<file path="src/hdl/alignment_variant_caller_defines.svh">
// ----------------------------------------------------------------------------
// Assertion macros for the alignment variant caller
// Same-cycle-implication and next-cycle-implication checks, clocked on clk
// and quiet while arst_n is low. Empty in synthesis builds.
// ----------------------------------------------------------------------------
`ifndef ALIGNMENT_VARIANT_CALLER_DEFINES_SVH
`define ALIGNMENT_VARIANT_CALLER_DEFINES_SVH

`ifndef SYNTHESIS

// antecedent and consequent in the same cycle
`define AVC_ASSERT_SAME(lbl, ante, cons) \
	lbl: assert property (@(posedge clk) disable iff (!arst_n) (ante) |-> (cons)) \
		else $error("avc check failed");

// consequent in the cycle after the antecedent
`define AVC_ASSERT_NEXT(lbl, ante, cons) \
	lbl: assert property (@(posedge clk) disable iff (!arst_n) (ante) |=> (cons)) \
		else $error("avc check failed");

`else

`define AVC_ASSERT_SAME(lbl, ante, cons)
`define AVC_ASSERT_NEXT(lbl, ante, cons)

`endif

`endif

</file>
<file path="src/hdl/avc_pkg.sv">
// ----------------------------------------------------------------------------
// avc_pkg
// Shared types and constants of the alignment variant caller.
// ----------------------------------------------------------------------------
`timescale 1ns / 1ps
`default_nettype none

package avc_pkg;

	localparam int unsigned POS_BITS_DEF = 16;
	localparam int unsigned NUM_SLOTS    = 5;

	localparam logic [7:0] GAP_CHAR = 8'h2D;

	// event kinds
	localparam logic [2:0] EV_SUBST    = 3'd0;
	localparam logic [2:0] EV_DELETION = 3'd1;
	localparam logic [2:0] EV_INS_CHAR = 3'd2;
	localparam logic [2:0] EV_INS_END  = 3'd3;
	localparam logic [2:0] EV_RANGE    = 3'd4;

	typedef struct packed {
		logic [2:0]  kind;
		logic [16:0] pos;
		logic [15:0] span;
		logic [16:0] end_pos;
		logic [7:0]  ref_nuc;
		logic [7:0]  query_nuc;
	} event_t;

	function automatic logic is_base(input logic [7:0] c);
		return (c == 8'h41) || (c == 8'h43) || (c == 8'h47) || (c == 8'h54);
	endfunction

	function automatic logic [15:0] sat_inc16(input logic [15:0] v);
		return (v != 16'hFFFF) ? v + 16'd1 : v;
	endfunction

endpackage

`default_nettype wire

</file>
<file path="src/hdl/alignment_variant_caller.sv">
// ----------------------------------------------------------------------------
// alignment_variant_caller
// Walks a pairwise alignment column by column and streams variant events.
// ----------------------------------------------------------------------------
// Usage:
//   Slave side: one alignment column per word; tdata = ref_char, query_char,
//   tlast marks the final column. Master side: one event per word; tuser is
//   the event kind, tlast marks the last event caused by a column.
//   A column is held in an input register, then evaluated in one pass of
//   combinational logic that updates the running state and loads up to five
//   event slots (at most four are ever filled) into an output group register.
//   The events of a column are registered in the output group register
//   when the column is loaded from the input register.
//   Throughput: one column per cycle while each column gives at most one
//   event and m_tready is high; extra events hold the group until taken.
//   Columns with no event pass through without using the output.
//   Stall: while the master side stalls, the input register still takes one
//   more column, then s_tready drops until the group drains.
//   Reset: clears the running state (position 0, no open insertion or
//   deletion, alignment not started) and empties both registers.
//   The final column flushes an open insertion, reports the range and
//   returns the state to its reset value.
// ----------------------------------------------------------------------------
`timescale 1ns / 1ps
`default_nettype none
`include "alignment_variant_caller_defines.svh"

module alignment_variant_caller #(
	parameter int unsigned POS_BITS = avc_pkg::POS_BITS_DEF
) (
	input  wire logic        clk,
	input  wire logic        arst_n,
	// column input
	input  wire logic        s_tvalid,
	output logic             s_tready,
	input  wire logic [15:0] s_tdata,   // ref_char[7:0], query_char[15:8]
	input  wire logic        s_tlast,   // last_column
	// event output
	output logic             m_tvalid,
	input  wire logic        m_tready,
	output logic [71:0]      m_tdata,   // position[16:0], span[32:17],
	                                    // end_position[49:33], ref_nuc[57:50],
	                                    // query_nuc[65:58], zero[71:66]
	output logic [2:0]       m_tuser,   // event_kind
	output logic             m_tlast    // last_result
);

	localparam int unsigned NS = avc_pkg::NUM_SLOTS;

	// position truncated (or zero-extended) to the 17-bit event field
	function automatic logic [16:0] to_pos(input logic [POS_BITS-1:0] p);
		logic [POS_BITS+16:0] w;
		w = {17'd0, p};
		return w[16:0];
	endfunction

	// ---- input register ---------------------------------------------------
	logic       valid_s1;
	logic [7:0] ref_s1;
	logic [7:0] qry_s1;
	logic       last_s1;

	// ---- running state ----------------------------------------------------
	logic [POS_BITS-1:0] ref_pos_q;
	logic                ins_open_q;
	logic [POS_BITS-1:0] ins_start_q;
	logic [15:0]         ins_len_q;
	logic                before_q;
	logic [15:0]         del_cnt_q;
	logic [POS_BITS-1:0] del_start_q;
	logic [POS_BITS-1:0] aln_start_q;
	logic [POS_BITS-1:0] aln_end_q;

	// ---- output group -----------------------------------------------------
	avc_pkg::event_t ev_q [NS];
	logic [NS-1:0]   mask_q;

	// ---- next-state / event logic -----------------------------------------
	logic [POS_BITS-1:0] ref_pos_n, ins_start_n, del_start_n, aln_start_n, aln_end_n;
	logic                ins_open_n, before_n;
	logic [15:0]         ins_len_n, del_cnt_n;
	avc_pkg::event_t     ev_n [NS];
	logic [NS-1:0]       mask_n;
	logic                gap_r, gap_q;

	always_comb begin
		ref_pos_n   = ref_pos_q;
		ins_open_n  = ins_open_q;
		ins_start_n = ins_start_q;
		ins_len_n   = ins_len_q;
		before_n    = before_q;
		del_cnt_n   = del_cnt_q;
		del_start_n = del_start_q;
		aln_start_n = aln_start_q;
		aln_end_n   = aln_end_q;
		mask_n      = '0;
		for (int i = 0; i < NS; i++) begin
			ev_n[i] = '0;
		end
		gap_r = (ref_s1 == avc_pkg::GAP_CHAR);
		gap_q = (qry_s1 == avc_pkg::GAP_CHAR);

		// slot 0: insertion character, or close of an insertion
		if (gap_r) begin
			if (!ins_open_q) begin
				ins_open_n  = 1'b1;
				ins_start_n = ref_pos_q;
				ins_len_n   = avc_pkg::sat_inc16(16'd0);
			end else begin
				ins_len_n = avc_pkg::sat_inc16(ins_len_q);
			end
			mask_n[0]         = 1'b1;
			ev_n[0].kind      = avc_pkg::EV_INS_CHAR;
			ev_n[0].pos       = to_pos(ins_start_n);
			ev_n[0].span      = ins_len_n;
			ev_n[0].query_nuc = qry_s1;
		end else begin
			if (ins_open_q) begin
				mask_n[0]    = 1'b1;
				ev_n[0].kind = avc_pkg::EV_INS_END;
				ev_n[0].pos  = to_pos(ins_start_q);
				ev_n[0].span = ins_len_q;
			end
			ins_open_n = 1'b0;
			ins_len_n  = '0;

			if (!gap_q) begin
				if (before_q) begin
					aln_start_n = ref_pos_q;
					before_n    = 1'b0;
				end else if (del_cnt_q != '0) begin
					// slot 1: deletion closed by this query base
					mask_n[1]    = 1'b1;
					ev_n[1].kind = avc_pkg::EV_DELETION;
					ev_n[1].pos  = to_pos(del_start_q);
					ev_n[1].span = del_cnt_q;
					del_cnt_n    = '0;
				end
				aln_end_n = ref_pos_q;
			end

			if (!gap_q && (qry_s1 != ref_s1) && avc_pkg::is_base(qry_s1)) begin
				// slot 2: substitution
				mask_n[2]         = 1'b1;
				ev_n[2].kind      = avc_pkg::EV_SUBST;
				ev_n[2].pos       = to_pos(ref_pos_q);
				ev_n[2].ref_nuc   = ref_s1;
				ev_n[2].query_nuc = qry_s1;
			end else if (gap_q && !before_q) begin
				if (del_cnt_q == '0) begin
					del_start_n = ref_pos_q;
				end
				del_cnt_n = avc_pkg::sat_inc16(del_cnt_q);
			end

			if (ref_pos_q != '1) begin
				ref_pos_n = ref_pos_q + POS_BITS'(1);
			end
		end

		if (last_s1) begin
			// slot 3: flush of an insertion still open at the end
			if (ins_open_n) begin
				mask_n[3]    = 1'b1;
				ev_n[3].kind = avc_pkg::EV_INS_END;
				ev_n[3].pos  = to_pos(ins_start_n);
				ev_n[3].span = ins_len_n;
			end
			// slot 4: alignment range, -1 when no query base was seen outside an insertion
			mask_n[4]       = 1'b1;
			ev_n[4].kind    = avc_pkg::EV_RANGE;
			ev_n[4].pos     = before_n ? '1 : to_pos(aln_start_n);
			ev_n[4].end_pos = before_n ? '1 : to_pos(aln_end_n);
			// back to reset values
			ref_pos_n   = '0;
			ins_open_n  = 1'b0;
			ins_start_n = '0;
			ins_len_n   = '0;
			before_n    = 1'b1;
			del_cnt_n   = '0;
			del_start_n = '0;
			aln_start_n = '0;
			aln_end_n   = '0;
		end
	end

	// ---- handshake --------------------------------------------------------
	logic            single;
	logic            load;
	logic [NS-1:0]   mask_pop;
	avc_pkg::event_t head;

	assign single   = ($countones(mask_q) == 1);
	assign load     = valid_s1 && ((mask_q == '0) || (single && m_tready));
	assign s_tready = !valid_s1 || load;
	assign mask_pop = mask_q & (mask_q - NS'(1));

	// lowest filled slot is the head of the group
	always_comb begin
		head = '0;
		for (int i = NS - 1; i >= 0; i--) begin
			if (mask_q[i]) begin
				head = ev_q[i];
			end
		end
	end

	assign m_tvalid = (mask_q != '0);
	assign m_tlast  = single;
	assign m_tuser  = head.kind;
	assign m_tdata  = {6'd0, head.query_nuc, head.ref_nuc, head.end_pos, head.span, head.pos};

	// ---- registers --------------------------------------------------------
	always_ff @(posedge clk or negedge arst_n) begin
		if (!arst_n) begin
			valid_s1 <= 1'b0;
		end else if (s_tready) begin
			valid_s1 <= s_tvalid;
		end
	end

	always_ff @(posedge clk) begin
		if (s_tready && s_tvalid) begin
			ref_s1  <= s_tdata[7:0];
			qry_s1  <= s_tdata[15:8];
			last_s1 <= s_tlast;
		end
	end

	always_ff @(posedge clk or negedge arst_n) begin
		if (!arst_n) begin
			ref_pos_q   <= '0;
			ins_open_q  <= 1'b0;
			ins_start_q <= '0;
			ins_len_q   <= '0;
			before_q    <= 1'b1;
			del_cnt_q   <= '0;
			del_start_q <= '0;
			aln_start_q <= '0;
			aln_end_q   <= '0;
			mask_q      <= '0;
		end else begin
			if (load) begin
				ref_pos_q   <= ref_pos_n;
				ins_open_q  <= ins_open_n;
				ins_start_q <= ins_start_n;
				ins_len_q   <= ins_len_n;
				before_q    <= before_n;
				del_cnt_q   <= del_cnt_n;
				del_start_q <= del_start_n;
				aln_start_q <= aln_start_n;
				aln_end_q   <= aln_end_n;
				mask_q      <= mask_n;
			end else if (m_tvalid && m_tready) begin
				mask_q <= mask_pop;
			end
		end
	end

	always_ff @(posedge clk) begin
		if (load) begin
			for (int i = 0; i < NS; i++) begin
				ev_q[i] <= ev_n[i];
			end
		end
	end

	// ---- checks -----------------------------------------------------------
	`AVC_ASSERT_NEXT(a_s1_held, valid_s1 && !load, valid_s1)
	`AVC_ASSERT_SAME(a_ins_len, ins_open_q, ins_len_q != '0)
	`AVC_ASSERT_SAME(a_del_after_start, del_cnt_q != '0, !before_q)
	`AVC_ASSERT_SAME(a_group_size, 1'b1, $countones(mask_q) <= 4)

endmodule

`default_nettype wire
</file>
<file path="config.mk">
export PLATFORM = sky130hd
export DESIGN_NAME = alignment_variant_caller
export DESIGN_NICKNAME = d
export VERILOG_FILES = /design/src/hdl/avc_pkg.sv /design/src/hdl/alignment_variant_caller.sv
export VERILOG_INCLUDE_DIRS = /design/src /design/src/hdl
export SDC_FILE = /design/constraint.sdc
export NUM_CORES = 1
export LEC_CHECK = 0
export BUFFER_PORTS_ARGS = -buffer_cell sky130_fd_sc_hd__buf_4
export CAP_MARGIN = 20
export CORE_ASPECT_RATIO = 1.25
export CORE_UTILIZATION = 30
export DETAILED_ROUTE_END_ITERATION = 7
export PLACE_DENSITY = 0.57
export REMOVE_ABC_BUFFERS = 1
export SLEW_MARGIN = 0
export SYNTH_ARGS = -nofsm -noshare
export SYNTH_HDL_FRONTEND = slang
export SYNTH_SLANG_ARGS = --single-unit
</file>
<file path="constraint.sdc">
create_clock -name clk -period 20.2 [get_ports clk]
set_input_delay 4.04 -clock clk [delete_from_list [all_inputs] [get_ports clk]]
set_output_delay 4.04 -clock clk [all_outputs]
set_load 0.02 [all_outputs]
</file>
; Word level (Yosys, flattened, before mapping)
; Memory sizes are Yosys's and may differ from the RTL's.
; Cells that the tools add are included.
[totals]
elab_cells = 134
ff_bits = 137
ram_bits = 345
in_bits = 21
mem_count = 1
latchBits = 0
output_inout_bits = 78
mem_bits_ro = 0
[op_classes]
reduce_logical = 26
n_mul = 0
mux = 70
add_sub_neg = 8
n_shift = 0
n_lt_le_gt_ge = 0
eq_ne = 14
n_bitwise = 1
div_mod_pow = 0
[mem_list]
columns = name, depth, word_bits, read_ports, rd_ports_with_merged_regs, wr, line_no
row1 = ev_q, 5, 69, 5, 0, 5, alignment_variant_caller.sv:75  ; avc_pkg::event_t ev_q [NS];
[ops]
columns = operator, n
row1 = 16-bit 2-to-1 mux, 34
row2 = 69-bit 2-to-1 mux, 5
row3 = 35-bit 2-to-1 mux, 4
row4 = 34-bit 2-to-1 mux, 4
row5 = 17-bit 2-to-1 mux, 3
row6 = 16-bit by 1-bit adder with 16-bit output (second input constant), 3
row7 = 16-bit inequality test (second input constant), 3
row8 = 8-bit by 7-bit == test with 1-bit output (second input constant), 4
row9 = 20-bit 2-to-1 mux, 1
row10 = 8-bit by 6-bit == test with 1-bit output (second input constant), 2
row11 = 16-bit zero test, 1
row12 = 16-bit nonzero test, 1
row13 = 1-bit 2-to-1 mux, 14
row14 = 5-bit 2-to-1 mux, 2
row15 = 8-bit 2-to-1 mux, 1
row16 = 8-bit inequality test, 1
row17 = 2-bit nonzero test, 4
row18 = 1-bit logical AND, 7
row19 = 3-bit AND reduction, 2
row20 = 5-bit AND, 1
row21 = 5-bit zero test, 1
row22 = 1-bit logical OR, 5
row23 = 5-bit AND reduction, 1
row24 = 5-bit nonzero test, 1
row25 = other kinds (9), 14

; Depth between registers and ports, before layout
[depth]
depth_word = 9
ltp_mapped = 14
ltp_nobuf = 12

; Least setup slack after synthesis
; Ideal clock, no wire load.
[synth_timing]
kind = input to register
startpoint = input m_tready
endpoint = register del_cnt_q[7]
setup_ps = 126
path_stages = 7
arrival_time_ps = 10619
path_slack_ps = 9456
path_buffers = 2
required_time_ps = 20074
cell_sequence = nor4bb_1 > o21ai_2 > clkinv_2 > clkbuf_1 > buf_1 > o21ai_0 > o21a_1
[synth_via]
elab_chain_len = 4
[synth_rtl]
columns = item, line_no
row1 = "start, declared", alignment_variant_caller.sv:40  ; input wire logic m_tready,
row2 = 1-bit logical AND, alignment_variant_caller.sv:194  ; assign load = valid_s1 && ((mask_q == '0) || (single && m_tready));
row3 = 1-bit logical OR, alignment_variant_caller.sv:194
row4 = 1-bit logical AND, alignment_variant_caller.sv:194
row5 = net load, alignment_variant_caller.sv:189  ; logic load;
row6 = 3-bit AND reduction (no line), -
row7 = "end signal, assigned", alignment_variant_caller.sv:249  ; del_cnt_q <= del_cnt_n;
row8 = "end, declared", alignment_variant_caller.sv:69  ; logic [15:0] del_cnt_q;
; The timed path passes the listed nets, and every way through them passes these cells.
; A chain may end at the register's enable or synchronous reset.

; Worst setup path in the final report
[layout_timing]
startpoint = input m_tready
endpoint = output s_tready
[layout_via]
elab_chain_len = 4
[layout_rtl]
columns = item, line_no
row1 = 1-bit logical AND, alignment_variant_caller.sv:194
row2 = 1-bit logical OR, alignment_variant_caller.sv:194
row3 = 1-bit logical AND, alignment_variant_caller.sv:194
row4 = 1-bit logical OR, alignment_variant_caller.sv:195  ; assign s_tready = !valid_s1 || load;
row5 = "end, declared", alignment_variant_caller.sv:35  ; output logic s_tready,
; Every way passes these cells.

==> results.env <==
SYN_TO_FINAL_GROWTH_PCT=15.29
FINAL-SEQ-AREA_SQ_UM=8743
WORSTPATHMAXFANOUT=3
VIAS_IN_THE_FIRST_GLOBAL_ROUTE=10896
DETAILEDROUTE.FIRSTITERATIONVIOLATIONS=734
CPPEAKSTAGEDELAY_NS=0.53
WORST-SETUP-PATH-TYPE='in2out'
WORSTMARGINPINSLEW_NS=1.009
SYNTHESIS.YOSYS.WARNINGS=0
FIRST_PASS_ITERS=6
OUTCOME='finished, final reports clean'
PRE_CTS_SLACK_NS=11.13
YS_SEQ_AREA_SHARE_PCT=57.59
WORSTREG2REGEND='ins_len_q[4]'
QUANTITY_OF_GATES_RESIZED_FOLLOWING_CTS=0
FIN_HOLD_WS_NS=0.4586
DRC=0
WORSTHOLDPATHTYPE='reg2reg'
FINAL_SLEW_VIOL_COUNT=0
WP_DATA_REQUIRED_NS=16.16
DIE_X_UM=203.2
HIGHEST_LAYER='met4'
SYN-CELL-AREA_SQ_UM=15180
MAXIMUM_NUMBER_OF_PINS_ON_ONE_NET_BEFORE_GLOBAL_ROUTE_REPAIR=127
PIN_COUNT=99
POWER_DENSITY_nW_PER_UM2=142.5
CLK_ROOT_BUFFER_CELL='clkbuf_16'
MET3ROUTEDLENGTH_MM=1.672
FINAL_MIN_PERIOD_OVER_CLOCK_PERIOD_PCT=44.83
MOST_COMMON_CELL_AFTER_LAYOUT_FILL_AND_TAPS_ASIDE='edfxtp_1'
DIE_Y_UM=253.5
FINALWORSTSETUPSLACK_NS=11.14
CTS_HOLD_REPAIR.BUFFERS=0
GRT_FIRST_PASS_WIRELENGTH_MM=64.62
CLKSINKCOUNT=311
MAX_CLOCK_FREQ_GHz=0.1104
GLOBALROUTE.TOTALOVERFLOW=0
CRIT_PATH_START='m_tready'
SYNTHESIS.AREA_PER_INSTANCE_SQ_UM=10.68
MIN_DELAY_PATH_DEPTH=2
END_KIND='primary output'
SYNTH.TOP_CELLS.BY_AREA='edfxtp_1, dfrtp_1, nand2_1'
FINAL_PERIOD_MINUS_WORST_SETUP_SLACK_NS=9.056
POST-DP-HPWL_MM=25.63
CLOCK_TREE.HTREE_LEVEL_COUNT=2
PATH_CELLS='buf_4, nor4bb_1, nor2_1, nand2_1, buf_4'
PLACEABLECOREAREA_SQ_UM=49640
TOTALPOWERFINAL_mW=2.493
FINISH.UTILIZATION_PCT=35.25
DRT-VIAS-PER-INSTANCE=5.222
DRV.MAX_CAP_VIOLATION_COUNT=0
FLOORPLAN.DIE_AREA_SQ_UM=51500
CTS.REPAIR_TIMING.SETUP_BUFFER_COUNT=0
CTS_BUFFERS=34
STATIC_LEAKAGE_nW=6.724
CRITICAL_PATH_BUF_INV_COUNT=2
GRT_SETUP_UNREPAIRED='no'
SYNTH-ASYNC-RESET-RATIO_PCT=38.59
SETUP_VIOLATIONS=0
BUFFER_PORTS.INSERTED=92
CLOCK_INSERTION_DELAY_AT_THE_LATER_PIN_OF_THE_SKEW_REPORT_NS=0.52
YS_TYPES=74
ANTENNA_VIOLATIONS_BEFORE_REPAIR=0
CELLS_AFTER_SYNTHESIS=1421
GRTUSAGETOTAL_PCT=16.02
FILLERINSTANCES=4987
CORE.ROWCOUNT=91
CRITICAL_PATH_DEPTH=5
MOST_COMMON_FLOP_CELL_MAPPED_BY_YOSYS='edfxtp_1'
WIRELENGTH_MET1_MM=17.51
POST_ROUTE_CELLS_DRIVE_ABOVE_1_SHARE_PCT=13.91
MULTI_INPUT_AREA_SQ_UM=5906
TIMING.SLEW.HEADROOM_PCT=32.49
GP_ROUTABILITY_CONGESTION=0.8648
YS_SEQ_ELEMENTS=311
WORSTSETUPENDPOINT='s_tready'
IR_DROP_mV=0.1223
SYNTH.LARGEST_AREA_CELL='edfxtp_1'
ROUTE.VIAS.TOTAL=11096
YOSYS.AREA.TOP_TYPE_SHARE_PCT=37.79
FINAL_CELL_MIX='edfxtp_1, nand2_1, dfrtp_1'
SYNTH_ENABLE_FLOP_CELLS=191
NUMBER_OF_HOLD_VIOLATIONS_IN_THE_FINAL_REPORT=0
N_ANTENNA_CELL=0
WORST_R2R_STARTPOINT='mask_q[3]'
FINALWIRELENGTH_MM=40.96
CTS_TREE='yes'
CRIT_PATH_TOP_DELAY_CELL='nor4bb_1'
R2R_SETUP_SLK_NS=14.41
CRITICAL_PATH.MOST_COMMON_CELL='buf_4'
CLK_TRANSITION_REPORTED_PATHS_NS=0.06
AVGROUTEDWIREPERCELL_UM=19.27
STARTPOINT_TYPE='primary input'
WORST_EP_ARRIVAL_TIME_NS=5.02
R2R_CELLS=12
MET2_WIRELENGTH_MM=21.01
CRIT_FAMILY='simple AND/OR/NAND/NOR gates'
FINALCLOCKSKEW_NS=0.02208
SETUP_TNS_NS=0
DETAIL-ROUTE-ANTENNA-NETS=0
NETS=1479
CTS_MAX_PATH_BUFS=3
FLOORPLAN.INITIALDENSITY_PCT=30.57
-- Yosys cell counts (10+ instances only) --
cell type	n
and3_1	44
and2_1	71
xnor2_1	19
mux2i_1	20
nor2_1	87
dfrtp_1	119
nor2b_1	20
or3_1	10
xor2_1	17
nand2_1	161
a21oi_1	46
clkbuf_1	103
a22o_1	46
a22oi_1	50
edfxtp_1	191
nor4_1	13
buf_2	11
o21ai_0	90
a221oi_1	16
o221a_2	16
o21ai_1	20
inv_1	16
nor3_1	64
nand3_1	40
nand4_1	10
-- worst min-delay path: cells and delay by family (launching register included) --
kind | cells | cell delay, ns
DFF | 1 | 0.33
and+or+nand+nor | 2 | 0.09
-- sequential cells by signal (all words and copies together) (netlist names) --
signal	cells
ins_start_q	16
last_s1	1
ins_open_q	1
valid_s1	1
aln_end_q	16
del_start_q	16
before_q	1
ev_q	174
ins_len_q	16
qry_s1	8
mask_q	5
ref_s1	8
ref_pos_q	16
aln_start_q	16
del_cnt_q	16
-- kinds of logic after synthesis --
family	Yosys count	share of synthesized area, %
adder cells (fa/ha/maj)	9	0.8409
AND/OR/NAND/NOR	558	18.87
multiplexers	20	1.319
buffers and inverters	148	3.990
AO/OA/AOI/OAI	338	15.29
XOR/XNOR	36	2.078
other	1	0.02471
flip-flops	311	57.59
-- layout make-up --
cell class / count / share of cell area, %
Multi-Input combinational cell: 970 / 33.75
Tap cell: 651 / 4.655
Sequential cell: 311 / 49.97
Clock inverter: 16 / 0.9010
Timing Repair Buffer: 115 / 4.977
Clock buffer: 45 / 5.335
Inverter: 17 / 0.4076
-- how the worst min path moves through the flow --
stage | slack, ns | endpoint | from
floorplan | 0.43 | del_start_q[0] | del_start_q[0]
global placement | 0.44 | del_start_q[15] | del_start_q[15]
detailed placement | 0.45 | del_start_q[6] | del_start_q[6]
CTS | 0.46 | del_start_q[6] | del_start_q[6]
global route | 0.49 | del_start_q[7] | del_start_q[7]
finish | 0.46 | del_start_q[6] | del_start_q[6]
-- power breakdown --
group	internal [mW]	switching [mW]	total, mW
clock network	0.364	0.251	0.615
logic	0.223	0.592	0.814
registers	0.967	0.0960	1.06
total	1.55	0.939	2.49
-- routing by layer --
metal  track usage, %  vias to the layer above
li1                 -                     5259
met1            20.18                     5523
met2            28.43                      260
met3            2.334                       54
met4            4.296                        0
met5                0                        -
-- stage by stage --
step | area (sq um) | cells
6_report | 17500 | 2125
5_1_grt | 17500 | 2125
4_1_cts | 17490 | 2124
3_5_place_dp | 16390 | 2063
3_3_place_gp | 16380 | 2062
2_1_floorplan | 14670 | 1298
No activity file was read; power rests on OpenSTA's default activity.
